===== config.mk =====
export PLATFORM = sky130hd
export DESIGN_NAME = lbm_moments
export DESIGN_NICKNAME = d
export VERILOG_FILES = /design/src/sv/lbm_pkg.sv /design/src/sv/lbm_moments.sv
export SDC_FILE = /design/constraint.sdc
export NUM_CORES = 2
export LEC_CHECK = 0
export BUFFER_PORTS_ARGS = -buffer_cell sky130_fd_sc_hd__buf_2
export CAP_MARGIN = 20
export CORE_AREA = 2 2 302 304
export CTS_CLUSTER_DIAMETER = 80
export DETAILED_ROUTE_END_ITERATION = 12
export DIE_AREA = 0 0 304 306
export PLACE_DENSITY = 0.84
export SLEW_MARGIN = 40
export SYNTH_ARGS = -nofsm -noshare
export SYNTH_HDL_FRONTEND = slang
export SYNTH_SLANG_ARGS = --single-unit

===== constraint.sdc =====
create_clock -name clk -period 10.8 [get_ports clk]
set_input_delay 3.24 -clock clk [delete_from_list [all_inputs] [get_ports clk]]
set_output_delay 3.24 -clock clk [all_outputs]
set_load 0.01 [all_outputs]

===== src/sv/lbm_pkg.sv =====
// Shared types, constants and helper functions of the D2Q9 BGK collision pipeline.
`timescale 1ns / 1ps
package lbm_pkg;

  localparam int FRAC_BITS = 28;
  localparam int NDIR      = 9;
  localparam int W         = 32;
  localparam int CFG_W     = 29;
  // Scaled dividend width and quotient bits produced by the divider
  localparam int NW        = W + FRAC_BITS;
  localparam int QW        = 33;
  // Wide signed intermediate, holds one, 9*cu2 and shifted products
  localparam int XW        = 48;

  localparam logic [CFG_W-1:0] RELAX_RESET = CFG_W'(268435456);

  localparam logic signed [W-1:0]  S32_MAX = {1'b0, {(W-1){1'b1}}};
  localparam logic signed [W-1:0]  S32_MIN = {1'b1, {(W-1){1'b0}}};
  localparam logic signed [XW-1:0] XMAX    = {{(XW-W+1){1'b0}}, {(W-1){1'b1}}};
  localparam logic signed [XW-1:0] XMIN    = {{(XW-W+1){1'b1}}, {(W-1){1'b0}}};
  localparam logic signed [XW-1:0] ONE_X   = XW'(1) << FRAC_BITS;

  // Lattice directions
  localparam int DIR_X [NDIR] = '{0, 1, 0, -1, 0, 1, -1, -1, 1};
  localparam int DIR_Y [NDIR] = '{0, 0, 1, 0, -1, 1, 1, -1, -1};

  typedef logic signed [W-1:0] word_t;
  typedef word_t [NDIR-1:0]    pops_t;

  typedef struct packed {
    pops_t f;
    logic  solid;
  } cell_t;

  typedef struct packed {
    word_t velocity_y;
    word_t velocity_x;
    word_t density;
    pops_t pop;
  } res_t;

  // Clamp a wide signed value to the 32-bit range
  function automatic word_t sat32(input logic signed [XW-1:0] v);
    word_t r;
    if (v > XMAX) begin
      r = S32_MAX;
    end else if (v < XMIN) begin
      r = S32_MIN;
    end else begin
      r = W'(v);
    end
    return r;
  endfunction

  // Velocity component times a lattice coordinate of -1, 0 or +1
  function automatic logic signed [XW-1:0] dir_term(input int c, input word_t u);
    logic signed [XW-1:0] e;
    e = u;
    if (c > 0) begin
      return e;
    end else if (c < 0) begin
      return -e;
    end else begin
      return '0;
    end
  endfunction

  // Eight steps of long division by nine; returns {remainder, quotient bits}
  function automatic logic [11:0] div9_chunk(input logic [3:0] rem, input logic [7:0] bits);
    logic [4:0] r;
    logic [3:0] rr;
    logic [7:0] qb;
    rr = rem;
    qb = '0;
    for (int i = 7; i >= 0; i--) begin
      r = {rr, bits[i]};
      if (r >= 5'd9) begin
        r = r - 5'd9;
        qb[i] = 1'b1;
      end
      rr = r[3:0];
    end
    return {rr, qb};
  endfunction

endpackage


===== src/sv/lbm_moments.sv =====
// Density and momentum sums of one cell, two register stages.
`timescale 1ns / 1ps
module lbm_moments (
  input  logic          clk,
  input  logic          rst_n,
  input  logic          ce,
  input  logic          in_valid,
  input  lbm_pkg::cell_t in_cell,
  output logic          out_valid,
  output lbm_pkg::cell_t out_cell,
  output lbm_pkg::word_t out_rho,
  output lbm_pkg::word_t out_mx,
  output lbm_pkg::word_t out_my
);
  import lbm_pkg::*;

  typedef logic signed [W+1:0] part_t;

  logic  v0_r, v1_r;
  cell_t cell0_r, cell1_r;
  part_t rg_r [3];
  part_t xg_r [3];
  part_t yg_r [3];
  word_t rho_r, mx_r, my_r;

  function automatic part_t ext(input word_t a);
    part_t e;
    e = a;
    return e;
  endfunction

  // Advance valid bits
  always_ff @(posedge clk) begin
    if (!rst_n) begin
      v0_r <= 1'b0;
      v1_r <= 1'b0;
    end else if (ce) begin
      v0_r <= in_valid;
      v1_r <= v0_r;
    end
  end

  // Group sums, then totals with saturation
  always_ff @(posedge clk) begin
    if (ce) begin
      cell0_r <= in_cell;
      rg_r[0] <= ext(in_cell.f[0]) + ext(in_cell.f[1]) + ext(in_cell.f[2]);
      rg_r[1] <= ext(in_cell.f[3]) + ext(in_cell.f[4]) + ext(in_cell.f[5]);
      rg_r[2] <= ext(in_cell.f[6]) + ext(in_cell.f[7]) + ext(in_cell.f[8]);
      xg_r[0] <= ext(in_cell.f[1]) - ext(in_cell.f[3]);
      xg_r[1] <= ext(in_cell.f[5]) - ext(in_cell.f[6]);
      xg_r[2] <= ext(in_cell.f[8]) - ext(in_cell.f[7]);
      yg_r[0] <= ext(in_cell.f[2]) - ext(in_cell.f[4]);
      yg_r[1] <= ext(in_cell.f[5]) + ext(in_cell.f[6]);
      yg_r[2] <= -ext(in_cell.f[7]) - ext(in_cell.f[8]);

      cell1_r <= cell0_r;
      rho_r   <= sat32(XW'(rg_r[0]) + XW'(rg_r[1]) + XW'(rg_r[2]));
      mx_r    <= sat32(XW'(xg_r[0]) + XW'(xg_r[1]) + XW'(xg_r[2]));
      my_r    <= sat32(XW'(yg_r[0]) + XW'(yg_r[1]) + XW'(yg_r[2]));
    end
  end

  assign out_valid = v1_r;
  assign out_cell  = cell1_r;
  assign out_rho   = rho_r;
  assign out_mx    = mx_r;
  assign out_my    = my_r;

endmodule


==> impl_metrics.env <==
export IMPL_synth_xor_area_share_pct=5.39
export IMPL_gp_congestion=0.979
export IMPL_portBuffers=678
export IMPL_cpPeakStageDelay_ps=620
export IMPL_cts_resized=0
export IMPL_worstSetupPathType="primary input to flip-flop"
export IMPL_io_pins=679
export IMPL_worstHoldPathType="flip-flop to flip-flop"
export IMPL_critical_path_max_fanout=3
export IMPL_rsz0062_at_grt="no"
export IMPL_status="finished clean"
export IMPL_dpl_cell_area_mm2=0.0584
export IMPL_timing_rr_start="rg_r[0][1]$_DFFE_PP_"
export IMPL_ir_drop_uv=470
export IMPL_power_density_mw_per_mm2=250
export IMPL_first_pass_iters=7
export IMPL_avgRoutedWirePerCell_um=25.2
export IMPL_htree_levels=3
export IMPL_synthCells=4123
export IMPL_yosysWarnings=0
export IMPL_post_cts_buffers=0
export IMPL_yosys_area_top_type="edfxtp_1"
export IMPL_skew_ps=29.9
export IMPL_critPathCaptureType="flip-flop"
export IMPL_synth_top_cell_area_share_pct=54.5
export IMPL_placed_cells=5937
export IMPL_ys_types=89
export IMPL_cpMaxStageDelayCell="or4_1"
export IMPL_design_area_mm2=0.0618
export IMPL_hpwlAfterDp_um=120000
export IMPL_relSlewSlack_pct=44.2
export IMPL_grt_pass1_wl_um=225000
export IMPL_ys_seq_area_share_pct=54.6
export IMPL_fmax_ghz=0.134
export IMPL_layout_min_cycle_time_ps=7440
export IMPL_maxCapViolCount=0
export IMPL_syn_to_final_growth_pct=15.3
export IMPL_synth_top_family_by_area="adder cells"
export IMPL_netlist_area_mm2=0.0536
export IMPL_synthAdderAreaFrac_pct=17.6
export IMPL_yosys_mux_area_fraction_pct=0.0934
export IMPL_fp_dieW_um=304
export IMPL_grt_pass1_vias=36900
export IMPL_synth_edf_count=973
export IMPL_path_cells="buf_2, inv_1, fa_1, inv_1, ha_1, inv_1, fa_1, nor2b_1, o21ai_1, a21boi_1, o311ai_1, o211a_1, or4_1, a21oi_1, nor2_1, o311ai_0, o211ai_1, xnor2_1"
export IMPL_track_usage_pct=32.7
export IMPL_setup_violations=0
export IMPL_num_rows=110
export IMPL_core_area_mm2=0.0896
export IMPL_cpMostUsedCell="inv_1"
export IMPL_antenna_found_initial=15
export IMPL_synth_area_top_cells="edfxtp_1 (55%), ha_1 (9.8%), fa_1 (7.8%), xnor2_1 (3.6%), a21oi_1 (3.0%)"
export IMPL_cts_made_buffers=102
export IMPL_clock_sinks=975
export IMPL_async_flop_share_pct=0
export IMPL_nets=5791
export IMPL_ys_ff_latch=975
export IMPL_synth_compound_area_share_pct=12.6
export IMPL_final_common_cell="edfxtp_1"
export IMPL_path_clk_slew_ps=70
export IMPL_finalSetupTns_ps=0
export IMPL_initialDrtViolationCount=4428
export IMPL_grt_max_degree=176
export IMPL_cts_root_buf="clkbuf_16"
export IMPL_arrival_ps=7890
export IMPL_die_y_um=306
export IMPL_cts_tree="built"
export IMPL_avgSynthCellArea_um2=13.0
export IMPL_die_area_mm2=0.0930
export IMPL_ant_nets=0
export IMPL_worst_pin_slew_ps=837
export IMPL_period_share_pct=68.9
export IMPL_leakage_uw=0.0257
export IMPL_start_util_pct=59.8
export IMPL_cts_buffer_depth=3
export IMPL_hold_viol=0
export IMPL_drc_errors=0
export IMPL_final_cell_count_no_fill=6133
export IMPL_mostFrequentLayoutCells="edfxtp_1 (973), buf_2 (677), ha_1 (421), inv_1 (339), a21oi_1 (318)"
export IMPL_synth_simple_area_share_pct=6.80
export IMPL_crit_start="in_cell[1]"
export IMPL_grt_overflow_total=0
export IMPL_insertion_delay_ps=710
export IMPL_vias_per_cell=6.16
export IMPL_routed_wirelength_um=154000
export IMPL_cp_required_ps=11250
export IMPL_ctsHoldBuffers=0
export IMPL_syn_num_nets=5046
export IMPL_vias=37800
export IMPL_report_final_slew_viol_count=0
export IMPL_synth_main_ff_cell="edfxtp_1"
export IMPL_drive_above_1_share_pct=18.2
export IMPL_startpoint_type="primary input"
export IMPL_hold_start="cell0_r[156]$_DFFE_PP_"
-- logic make-up (layout without fill, tap and decap cells) --
kind of cell	after synthesis	count (layout)
AO/OA/AOI/OAI	1048	1048
XOR/XNOR	329	329
adder cells (fa/ha/maj)	630	630
buffers and inverters	396	1225
flip-flops	975	975
multiplexers	5	5
other	0	5
AND/OR/NAND/NOR	740	740
-- worst max-delay path: cells and delay by family --
kind	cells	cell delay, ps
AOI/OAI and AO/OA	7	2050
adders and majority gates	3	1170
and+or+nand+nor	3	920
xor gates and xnor gates	1	150
buffers and inverters	4	330
-- Yosys cell counts, drive strengths merged, types with 11 or more instances --
cell,number
inv,339
o31ai,25
fa,209
nand4,24
ha,421
xor2,107
nor2b,60
nand3,54
xnor2,222
buf,19
edfxtp,973
a31oi,26
nand2b,54
a31o,12
nor3,55
a21boi,14
or3,25
o21a,30
nor2,233
a211oi,33
o211ai,20
or2,11
o21ai,231
a21o,163
a21oi,322
nor4,15
and2,16
clkbuf,37
nand2,132
and3,27
a211o,14
o41ai,11
o21bai,45
-- final timing paths --
check | to | slack [ps] | cells past startpoint
max | rg_r[0][31]$_DFFE_PP_ | 3360 | 18
min | out_cell[156]$_DFFE_PP_ | 400 | 0
max reg2reg | out_rho[0]$_SDFFCE_PN1P_ | 4760 | 16
min reg2reg | out_cell[156]$_DFFE_PP_ | 400 | 0
-- routing by layer --
metal  global-route usage, %  part of all wire [%]  vias to the layer above
met2                    50.8                    45                     2273
li1                        -                     -                    16700
met5                       0                 0.051                        -
met3                    6.60                    11                      458
met4                    15.7                   5.3                       12
met1                    44.4                    38                    18300
-- sequential cells by signal, summed over array words and instances (netlist names) --
signal,flops
out_mx,32
xg_r,97
cell0_r,289
rg_r,102
yg_r,100
out_rho,32
v0_r,1
out_cell,289
out_my,32
out_valid,1
-- where the power goes --
part           switching, uW  internal (uW)  total (uW)  leakage (uW)
clock network           1550           1980        3530       0.00161
registers                313           5130        5450       0.00950
logic                   4000           2500        6510        0.0146
-- metrics by stage --
stage / util (%) / power [uW] / worst slack, ps / hold slack (ps)
6_report: 69.0 / 15500 / 3360 / 399
5_1_grt: 69.0 / 16300 / 3100 / 411
4_1_cts: 68.9 / 15400 / 3530 / 400
3_5_place_dp: 65.2 / 11800 / 2860 / 405
3_3_place_gp: 65.2 / 11600 / 2970 / 400
2_1_floorplan: - / 9810 / 3870 / 400
-- layout make-up --
class | instances | area, um^2
repair buffers | 697 | 3650
well taps | 1176 | 1470
flip-flops and latches | 975 | 29300
clock inverters | 71 | 682
fillers | 6067 | 27800
clock buffers | 117 | 2630
diodes | 5 | 12.5
multi-input cells | 2752 | 22800
inverters | 340 | 1280
No activity file was read; power rests on OpenSTA's default activity.
